File: src/rtl/core/cps_pkg.sv
// ----------------------------------------------------------------------------
// cps_pkg
// Shared constants, codes and control/status types of the column pair
// score unit.
// ----------------------------------------------------------------------------
package cps_pkg;

  localparam int MAX_SEQS      = 64;
  localparam int ALPHABET_SIZE = 20;

  localparam int LETTER_W  = 5;
  localparam int MATRIX_W  = 12;
  localparam int GAP_W     = 12;
  localparam int LIMIT_W   = 7;
  localparam int SCORE_W   = 19;
  localparam int PAIR_W    = 11;
  localparam int COUNT_W   = $clog2(MAX_SEQS + 1);
  localparam int SUM_W     = 24;
  localparam int PROD_W    = MATRIX_W + COUNT_W + 1;
  localparam int K_W       = $clog2(ALPHABET_SIZE);
  localparam int MATRIX_DEPTH = ALPHABET_SIZE * ALPHABET_SIZE;
  localparam int MATRIX_AW    = $clog2(MATRIX_DEPTH);
  localparam int PERCENT      = 100;
  localparam int GAPPY_W      = LIMIT_W + COUNT_W;

  localparam int PADDR_W = 3;
  localparam int PDATA_W = 32;
  localparam logic [PADDR_W-1:0] ADDR_GAP_SCORE = 3'd0;
  localparam logic [PADDR_W-1:0] ADDR_GAP_LIMIT = 3'd4;
  localparam logic [LIMIT_W-1:0] GAP_LIMIT_RESET = 7'd20;

  localparam logic CMD_MATRIX  = 1'b0;
  localparam logic CMD_RESIDUE = 1'b1;

  typedef struct packed {
    logic take_item;
    logic scan_issue;
    logic commit_letter;
    logic div_start;
    logic load_out;
  } cps_ctrl_t;

  typedef struct packed {
    logic in_scan;
    logic in_last;
    logic last_q;
    logic scan_done;
    logic pipe_busy;
    logic div_done;
    logic out_free;
  } cps_stat_t;

endpackage

File: src/rtl/core/cps_ctrl.sv
// ----------------------------------------------------------------------------
// cps_ctrl
// Sequencer: item intake, row scan, pipeline drain, division and result
// hand-off.
// ----------------------------------------------------------------------------
module cps_ctrl (
  input  logic               clk,
  input  logic               rst,
  input  logic               in_valid,
  output logic               in_ready,
  input  cps_pkg::cps_stat_t stat,
  output cps_pkg::cps_ctrl_t ctrl
);
  import cps_pkg::*;

  typedef enum logic [2:0] {
    ST_IDLE,
    ST_SCAN,
    ST_DRAIN,
    ST_DIV_START,
    ST_DIV_WAIT,
    ST_OUTPUT
  } state_t;

  state_t state;
  state_t state_next;

  assign in_ready           = (state == ST_IDLE);
  assign ctrl.take_item     = in_valid && in_ready;
  assign ctrl.scan_issue    = (state == ST_SCAN);
  assign ctrl.commit_letter = (state == ST_DRAIN) && !stat.pipe_busy;
  assign ctrl.div_start     = (state == ST_DIV_START);
  assign ctrl.load_out      = (state == ST_OUTPUT) && stat.out_free;

  always_comb begin
    state_next = state;
    unique case (state)
      ST_IDLE: begin
        if (ctrl.take_item) begin
          priority if (stat.in_scan) begin
            state_next = ST_SCAN;
          end else if (stat.in_last) begin
            state_next = ST_DIV_START;
          end else begin
            state_next = ST_IDLE;
          end
        end
      end
      ST_SCAN: begin
        if (stat.scan_done) begin
          state_next = ST_DRAIN;
        end
      end
      ST_DRAIN: begin
        if (!stat.pipe_busy) begin
          state_next = stat.last_q ? ST_DIV_START : ST_IDLE;
        end
      end
      ST_DIV_START: begin
        state_next = ST_DIV_WAIT;
      end
      ST_DIV_WAIT: begin
        if (stat.div_done) begin
          state_next = ST_OUTPUT;
        end
      end
      ST_OUTPUT: begin
        if (stat.out_free) begin
          state_next = ST_IDLE;
        end
      end
      default: begin
        state_next = ST_IDLE;
      end
    endcase
  end

  always_ff @(posedge clk) begin
    if (rst) begin
      state <= ST_IDLE;
    end else begin
      state <= state_next;
    end
  end

endmodule

File: config.mk
export PLATFORM = sky130hd
export DESIGN_NAME = cps_ctrl
export DESIGN_NICKNAME = d
export VERILOG_FILES = /design/src/rtl/core/cps_pkg.sv /design/src/rtl/core/cps_ctrl.sv
export SDC_FILE = /design/constraint.sdc
export NUM_CORES = 1
export LEC_CHECK = 0
export BUFFER_PORTS_ARGS = -buffer_cell sky130_fd_sc_hd__buf_2
export CORE_AREA = 2 2 39 41
export CTS_BUF_LIST = sky130_fd_sc_hd__clkbuf_2
export CTS_CLUSTER_SIZE = 40
export DETAILED_ROUTE_END_ITERATION = 8
export DIE_AREA = 0 0 41 43
export PLACE_DENSITY_LB_ADDON = 0.05
export RECOVER_POWER = 100
export REMOVE_ABC_BUFFERS = 1
export SYNTH_ARGS = -nofsm -noshare
export SYNTH_HDL_FRONTEND = slang
export SYNTH_SLANG_ARGS = --single-unit
File: constraint.sdc
create_clock -name clk -period 2.55 [get_ports clk]
set_clock_uncertainty 0.05 [all_clocks]
set_input_delay 0.51 -clock clk [delete_from_list [all_inputs] [get_ports clk]]
set_output_delay 0.51 -clock clk [all_outputs]
set_load 0.01 [all_outputs]
After elaboration in Yosys (flattened, before gate mapping)
Index checks and enable logic that the tools add are counted.
Storage, ports and cells
  bits in registers: 3
  input port bits: 10
  output and inout port bits: 6
  word-level logic and storage cells: 26
Cells by class
  equal/unequal tests: 10
  muxes and demuxes: 9
  reduce and logical (&&, ||, !) cells: 6
Operators by type and width (count)
  3-bit case mux with 6 select lines: 1
  3-bit 2-to-1 mux: 5
  2-bit inequality test (second input constant): 4
  3-bit by 2-bit equality test with 1-bit output (second input constant): 2
  3-bit equality test (second input constant): 2
  2-bit 2-to-1 mux: 3
  5-bit AND reduction: 1
  3-bit by 1-bit equality test with 1-bit output (second input constant): 1
  1-bit logical AND: 3
  3-bit zero test: 1
  2-bit by 1-bit inequality test with 1-bit output (second input constant): 1
  1-bit zero test: 1

Depth between registers and ports, before layout
Gate-level depths: netlist of the first run.
  depth in word-level cells: 4
  depth in mapped cells: 4
  depth with buffers taken out: 3

Least setup slack after synthesis of the first run
Ideal clock, no wire load.
  path kind: reg-to-output
  start: reg state[0]
  end: out ctrl[1] (netlist name)
  data arrival time: 1037 ps
  required time: 1990 ps
  path slack: 953 ps
  stages on the path, launching flop included: 5
  buffers on the path: 1
  path through: dfxtp_1 -> clkbuf_1 -> inv_1 -> or2_2 -> inv_1
RTL lines
  from (decl): line cps_ctrl.sv:25  | state_t state;
  from (signal assigned): line cps_ctrl.sv:82  | state <= state_next;
  to (decl): line cps_ctrl.sv:12  | output cps_pkg::cps_ctrl_t ctrl

==> impl_results.md, run 1 <==
- # Max-Cap Violations: 0
- Crit-path slowest cell: dfxtp_1
- Worst-Margin Slew: 423 ps
- Distinct cell type count of the synthesized netlist: 20
- Synth warn: 0
- Setup tns final: 0 ps
- CTS tree: done
- Clk_lat worst skew: 200 ps
- Critical Path Sink Type: primary output
- CP arrival: 1330 ps
- LEAKAGE: 0.165 nW
- Initial Util: 17.7%
- Critical path origin: state[1]
- Regs by FF count: state x3
- Share of layout cells above drive strength 1: 28.8%
- Run status: completed
- Crit-path max cell delay: 480 ps
- Pre-antenna DRT Iters: 1
- GP Congestion: 0.775
- Power Dens Cells: 877 nW/um^2
- Worst-path cell chain: nand2b_1 > or2_2 > inv_1 > clkbuf_1
- I/O pins: 16
- Area of the multi-input gates: 163 um^2
- GRT overflow: 0
- Final cycle utilization of the critical path: 74.1%
- Crit-path max FO: 9
- Max reg flops: 3
- Sequential share of the synthesized area: 24.5%
- Worst r2r path cells: 3
- Starting DRT DRC Count: 0
- Final Setup Violations: 0
- Vias per cell: 4.31
- Fin crit period: 1890 ps
- Worst Hold Class: input pin to flip-flop
- Routed Antenna Nets: 0
- Hold Crit Start: rst
- Syn Area/Cell: 7.01 um^2
- Cell row count: 14
- Routed WL: 717 um
- Cts hold-fix bufs: 0
- Critical path required time: 1990 ps
- Most common cell after layout, fill and taps aside: buf_2
- Initial antenna violation count: 0
- Largest reg by FF count: state
- Tot GR Track Use: 10.7%
- Largest net degree at the start of global routing: 11
- Sequential cell area: 60.1 um^2
- Area grow syn2layout: 41.3%
- Num CTS Buffers: 3
- Vias in the first global route: 310
- CORE AREA: 1380 um^2
- I/O Buffers: 15
- Flops & latches, synth: 3
- Maximum VDD drop: 363 uV
- Vias: 293
- H-tree Lvls: 1
- Synthesized area: 245 um^2
- Final slew viol count: 0
- # clock sinks: 3
- R2r startpoint: state[2]
- Die width: 41 um
- Most frequent cells in the layout: buf_2, clkbuf_1, inv_1, nor2_1, clkbuf_2
- NumNets Final: 63
- Final Cell Area: 347 um^2
- Post CTS Setup Buffer Count: 0
- Fill count: 175
- Pwr Total: 0.304 mW
- Hold depth: 2
- Relative slew slack: 71.1%
- Final Hold Viols: 0
- Worst-case clock buffer depth: 2
- RSZ-0062 raised after global routing: no
- Critical path class: flip-flop to primary output
- Maximum clock frequency: 0.529 GHz
- Die H: 43 um
- Startpoint Class: flip-flop
- CTS root buffer: clkbuf_2
- Placed wire-length estimate: 593 um
- Gate Count Post-Synth: 35
- Clk slew on worst S/H paths: 40 ps
- Post-cts sizing count: 0
- # diodes: 0
- Global-route wire length before repair: 1250 um
- Final routed DRC violation total: 0
- Placement Cell Area: 333 um^2
- Die Area: 1760 um^2
- Wirelength per Cell: 10.5 um
==> cell usage after synthesis (all sizes together) <==
master | n | share of area, %
nand2 | 2 | 3.1
dfxtp | 3 | 24
inv | 4 | 6.1
nor2b | 2 | 5.1
clkbuf | 2 | 3.1
mux2i | 1 | 4.1
or2 | 1 | 2.6
a32oi | 1 | 3.6
a2111oi | 1 | 3.6
a41o | 1 | 4.1
o21ai | 2 | 4.1
nor4b | 1 | 3.6
nor3 | 3 | 6.1
and2 | 1 | 2.6
nor4 | 1 | 2.6
nor2 | 4 | 6.1
mux2 | 1 | 4.6
or3b | 1 | 3.6
a21oi | 1 | 2.0
nand2b | 2 | 5.1
==> through the flow <==
stage / hold slack (ps) / setup WS, ps / utilization (%) / instances
after floorplan: 529 / 1070 / - / 33
after global placement: 638 / 834 / 24.1 / 64
after detailed placement: 640 / 803 / 24.1 / 64
after global routing: 497 / 496 / 25.0 / 68
after CTS: 471 / 672 / 25.5 / 68
final: 486 / 660 / 25.0 / 68
==> cell families after synthesis <==
group | synth area share [%]
mux | 8.67
flops | 24.5
buf+inv | 9.18
compound gates | 17.3
simple gates | 40.3
==> final cells by class <==
cell class	instances	area share (%)
multi-input combinational	26	46.9
timing repair buffer	15	19.9
sequential	3	17.3
clock buffer	4	5.78
tap	16	5.78
inverter	4	4.33
==> worst paths after layout <==
| check | slack [ps] | end |
|---|---|---|
| max | 660 | ctrl[1] |
| min | 490 | state[2] |
| max reg2reg | 1040 | state[0] |
| min reg2reg | 650 | state[1] |
==> layer usage <==
metal  global-route usage (%)  part of all wire (%)  vias to the layer above
li1                         -                     -                      154
met1                     12.1                    41                      134
met2                     15.9                    54                        5
met3                     1.57                   4.9                        0
met4                     10.0                     0                        0
met5                        0                     0                        -
==> where the power goes <==
part / internal [mW] / switching, mW / leakage, nW
Clock: 0.0413 / 0.0229 / 0.0166
Sequential: 0.0629 / 0.0357 / 0.0246
Combinational: 0.0648 / 0.0762 / 0.124
==> critical path: cells and delay by family, from the launching register on <==
kind	cells	cell delay, ps
flops	1	480
simple gates	2	460
buf+inv	2	190
Note: power is estimated with default switching activity, not from simulation.
==> run 2, diff against run 1 <==
--- a/config.mk
+++ b/config.mk
@@ -5,6 +5,7 @@
 export SDC_FILE = /design/constraint.sdc
 export NUM_CORES = 1
 export LEC_CHECK = 0
+export ABC_AREA = 1
 export BUFFER_PORTS_ARGS = -buffer_cell sky130_fd_sc_hd__buf_2
 export CORE_AREA = 2 2 39 41
 export CTS_BUF_LIST = sky130_fd_sc_hd__clkbuf_2
==> constraint.sdc (replaced) <==
create_clock -name clk -period 1.8 [get_ports clk]
set_clock_uncertainty 0.05 [all_clocks]
set_input_delay 0.36 -clock clk [delete_from_list [all_inputs] [get_ports clk]]
set_output_delay 0.36 -clock clk [all_outputs]
set_load 0.01 [all_outputs]
==> run 2 against run 1 <==
Against the previous run:
- power increased by 120%
- non-clock buffer count stayed put
- clock power increased by 46%
- critical endpoint is now ctrl[0]
==> impl_results.md, run 2 <==
- Wirelength per Cell: 8.72 um
- Post-cts sizing count: 0
- CTS tree: done
- Pwr Total: 0.683 mW
- Synth warn: 0
- Initial Util: 20.3%
- Routed WL: 724 um
- Critical path required time: 1390 ps
- I/O pins: 16
- Top post-synthesis cells by area: dfxtp_1, nor2_1, inv_1, nand2_1, nand4_1
- Ys async rst share: 0%
- RSZ-0062 raised after global routing: no
- Post-synth EDFFs: 0
- Gate Count Post-Synth: 48
- Routed Antenna Nets: 0
- Distinct cell type count of the synthesized netlist: 18
- Max reg flops: 3
- Final cycle utilization of the critical path: 89.2%
- Regs by FF count: state x3
- Final slew viol count: 0
- GP Congestion: 0.611
- Startpoint Class: flip-flop
- Final Hold Viols: 0
- Count leader, synth: nor2_1
- Share of layout cells above drive strength 1: 31.3%
- CORE AREA: 1380 um^2
- Vias per cell: 4.22
- Crit-path max FO: 7
- Pre-antenna DRT Iters: 4
- Most frequent cells in the layout: buf_2, nor2_1, inv_1, nand2_1, clkbuf_2
- Hold depth: 4
- Maximum VDD drop: 583 uV
- Critical path class: flip-flop to primary output
- Placed insts: 79
- Tot GR Track Use: 10.2%
- Clk_lat worst skew: 200 ps
- Global-route wire length before repair: 1190 um
- Power Dens Cells: 1800 nW/um^2
- Worst-path cell chain: inv_1 > nor4_1 > clkbuf_2
- Largest net degree at the start of global routing: 9
- Area leader, netlist: dfxtp_1
- Min setup slack post-route: 195 ps
- Initial antenna violation count: 0
- Clk slew on worst S/H paths: 40 ps
- Setup tns final: 0 ps
- Most common cell after layout, fill and taps aside: buf_2
- LEAKAGE: 0.228 nW
- Fin crit period: 1600 ps
- Maximum clock frequency: 0.623 GHz
- H-tree Lvls: 1
- Vias: 350
- Relative slew slack: 76.5%
- Final Setup Violations: 0
- Critical path origin: state[0]
- Cts hold-fix bufs: 0
- Die Area: 1760 um^2
- CP bufs+invs: 2
- Vias in the first global route: 326
- # Max-Cap Violations: 0
- Pre-CTS setup slack: 428 ps
- R2r startpoint: state[1]
- Die H: 43 um
- Largest reg by FF count: state
- CTS root buffer: clkbuf_2
- Post-synth top cells: nor2_1, inv_1, nand2_1
- I/O Buffers: 15
- Non-Filler Instances: 83
- Largest delay share family, worst path: flip-flops
- Final routed DRC violation total: 0
- GRT overflow: 0
- Final hold slack: 361 ps
- Syn Area/Cell: 5.84 um^2
- Num CTS Buffers: 3
- Flops & latches, synth: 3
- Sequential cell area: 60.1 um^2
- # diodes: 0
- Starting DRT DRC Count: 6
- Crit-path max cell delay: 430 ps
- Area grow syn2layout: 35.7%
- Min-Delay Endpoint: state[2]
- Worst-case clock buffer depth: 2
- Synthesized area: 280 um^2
- Crit-path slowest cell: dfxtp_1
- Worst Hold Class: input pin to flip-flop
- Worst-Margin Slew: 351 ps
- NumNets Final: 78
- Sequential share of the synthesized area: 21.4%
- Fill count: 169
- Run status: completed
- Worst R2R Setup Slack: 360 ps
- # clock sinks: 3
- Post-synth top area share: 21.4%
- Worst r2r dst: state[1]
- Post CTS Setup Buffer Count: 0
- Area of the multi-input gates: 166 um^2
- Die width: 41 um
- CP arrival: 1190 ps
- Post-synth top flop: dfxtp_1
- Worst r2r path cells: 7
- Hold Crit Start: rst
- Critical Path Sink Type: primary output
- Cell row count: 14
- Placed wire-length estimate: 603 um
-- run 2: cell type report --
type                       instances  share of cell area, %
multi-input combinational         34                   43.8
timing repair buffer              15                   19.1
tap                               16                   5.26
clock buffer                       4                   5.26
inverter                          11                   10.9
sequential                         3                   15.8
-- run 2: cells by family (layout without fill, tap and decap cells) --
logic type      after synthesis  after routing  synth area share, %
compound gates                4              4                 9.82
buf+inv                      11             30                 14.7
flops                         3              3                 21.4
simple gates                 30             30                 54.0
-- run 2: metrics by stage --
stage | util (%) | instance area, um^2
finish | 27.5 | 380
detailed placement | 27.1 | 375
global route | 27.5 | 380
floorplan | - | 280
global placement | 27.1 | 375
CTS | 28.6 | 395
-- run 2: per-layer routing --
layer	global-route usage [%]	vias up	share of wire (%)
li1	-	192	-
met1	11.1	154	42
met2	15.3	4	55
met3	1.57	0	2.2
met4	10.0	0	0
met5	0	-	0
-- run 2: worst max-delay path by stage --
stage          endpoint  slack, ps  cells past startpoint
2_1_floorplan   ctrl[0]        480                      2
3_3_place_gp    ctrl[0]        470                      3
3_5_place_dp    ctrl[0]        430                      3
4_1_cts         ctrl[0]        190                      3
5_1_grt         ctrl[0]         70                      3
6_report        ctrl[0]        200                      3
-- run 2: power breakdown --
group | internal (mW) | switching, mW
clock network | 0.0586 | 0.0350
registers | 0.101 | 0.0538
logic | 0.160 | 0.275
total | 0.319 | 0.364
-- run 2: worst register-to-register path, stage by stage, from the launching register on --
cell and delay (ps):
dfxtp_1 440, nor2_1 120, nand2_1 160, o21ai_2 60
nor2_1 300, nand2_1 100, nand2_1 80, nor2_1 40
==> run 3, diff against run 2 <==
==> constraint.sdc (replaced) <==
create_clock -name clk -period 1.3 [get_ports clk]
set_clock_uncertainty 0.05 [all_clocks]
set_input_delay 0.26 -clock clk [delete_from_list [all_inputs] [get_ports clk]]
set_output_delay 0.26 -clock clk [all_outputs]
set_load 0.01 [all_outputs]
==> run 3 against run 2 <==
Against the previous run:
- final area is 20% higher
- combinational power is 92% higher
- register-to-register slack worse by 260 ps
- sequential power is 60% higher
- die area stayed put
- largest cell class unchanged
- core utilization is 5.5 points higher
- global-route usage is 0.51 points higher
- critical path type unchanged
- non-clock buffer count is 4 higher
- clock power is 32% higher
==> impl_results.md, run 3 (synthesis gave the netlist of run 2 again) <==
- Run status: completed
- Global-route wire length before repair: 1300 um
- Pre-CTS setup slack: 63.4 ps
- Critical path required time: 990 ps
- Min-Delay Endpoint: state[2]
- Cts hold-fix bufs: 0
- Maximum VDD drop: 882 uV
- Crit-path max cell delay: 350 ps
- # clock sinks: 3
- Regs by FF count: state x3
- Crit-path slowest cell: dfxtp_4
- Most frequent cells in the layout: buf_2, nor2_1, inv_1, nand2_1, clkbuf_2
- Power Dens Cells: 2650 nW/um^2
- CP bufs+invs: 2
- Cell row count: 14
- Placed wire-length estimate: 605 um
- Final Cell Area: 457 um^2
- Num CTS Buffers: 3
- GRT overflow: 0
- CP arrival: 980 ps
- Area grow syn2layout: 62.9%
- Final Hold Viols: 0
- Vias in the first global route: 334
- Min setup slack post-route: 11.3 ps
- Largest reg by FF count: state
- I/O pins: 16
- Worst-path cell chain: inv_6 > nand2_1 > nor3_1 > buf_2
- Fin crit period: 1290 ps
- Relative slew slack: 87.5%
- Routed WL: 730 um
- Final hold slack: 267 ps
- Die width: 41 um
- Pre-antenna DRT Iters: 4
- Vias per cell: 4.34
- Starting DRT DRC Count: 1
- H-tree Lvls: 1
- Worst r2r dst: state[1]
- I/O Buffers: 15
- Wirelength per Cell: 8.39 um
- Util after Layout: 33.0%
- Crit-path max FO: 8
- Placement Cell Area: 383 um^2
- Largest net degree at the start of global routing: 9
- GP Congestion: 0.652
- Final routed DRC violation total: 0
- Initial Util: 20.3%
- Max reg flops: 3
- Final cycle utilization of the critical path: 99.1%
- Worst R2R Setup Slack: 100 ps
- Share of layout cells above drive strength 1: 49.3%
- CTS tree: done
- Largest delay share family, worst path: flip-flops
- Final Setup Violations: 0
- Hold Crit Start: rst
- Critical Path Sink Type: primary output
- R2r startpoint: state[1]
- Initial antenna violation count: 0
- Critical path class: flip-flop to primary output
- Worst r2r path cells: 8
- Maximum clock frequency: 0.776 GHz
- CTS root buffer: clkbuf_2
- Vias: 378
- Worst-case clock buffer depth: 2
- CORE AREA: 1380 um^2
- Final slew viol count: 0
- Most common cell after layout, fill and taps aside: buf_2
- # Max-Cap Violations: 0
- Fill count: 177
- Hold depth: 4
- Worst Hold Class: input pin to flip-flop
- # diodes: 0
- Die Area: 1760 um^2
- Startpoint Class: flip-flop
- Clk_lat worst skew: 190 ps
- NumNets Final: 82
- RSZ-0062 raised after global routing: yes
- Worst-Margin Slew: 187 ps
- LEAKAGE: 0.266 nW
- Routed Antenna Nets: 0
- Tot GR Track Use: 10.7%
- Die H: 43 um
- Clk slew on worst S/H paths: 40 ps
## run 3: cell count changes in the layout (fill, tap and decap cells not counted), sizes merged
cell | previous run | this run
clkbuf | 7 | 5
buf | 12 | 18
## run 3: final cells by class
type | count | area (um^2) | area share (%)
multi-input cells | 34 | 190 | 41.6
repair buffers | 19 | 109 | 23.8
flip-flops and latches | 3 | 71.3 | 15.6
inverters | 11 | 46.3 | 10.1
clock buffers | 4 | 20.0 | 4.38
well taps | 16 | 20.0 | 4.38
## run 3: tightest hold or removal path, stage by stage
cell	delay, ps
buf_2	70
inv_1	50
nand2_1	60
nor2_1	30
## run 3: worst max-delay path by stage
stage,from,endpoint,cells past startpoint
floorplan,state[0],ctrl[0],2
global placement,state[2],ctrl[0],3
detailed placement,state[2],ctrl[0],3
CTS,state[0],ctrl[4],4
global route,state[1],ctrl[0],2
finish,state[2],ctrl[2],4
## run 3: through the flow
stage	total power, mW	std cells	setup TNS, ps
floorplan	0.709	48	0
global placement	0.935	80	0
detailed placement	0.910	80	0
CTS	1.14	86	-25.3
global route	1.35	87	-260
finish	1.21	87	0
## run 3: repair_timing
item	in CTS	in global routing
pin swaps	2	7
gates resized for setup	7	4
setup endpoints to repair	6	8
setup buffers	2	1
## run 3: report_power, final
| part | internal (mW) | switching (mW) | total [mW] |
|---|---|---|---|
| Combinational | 0.378 | 0.458 | 0.836 |
| Clock | 0.0811 | 0.0430 | 0.124 |
| Sequential | 0.168 | 0.0805 | 0.248 |
## run 3: routing by layer
layer,global-route usage (%),routed length (um),vias up
li1,-,-,202
met1,13.7,320,170
met2,15.3,384,6
met3,3.14,25,0
met4,6.00,0,0
met5,0,0,-
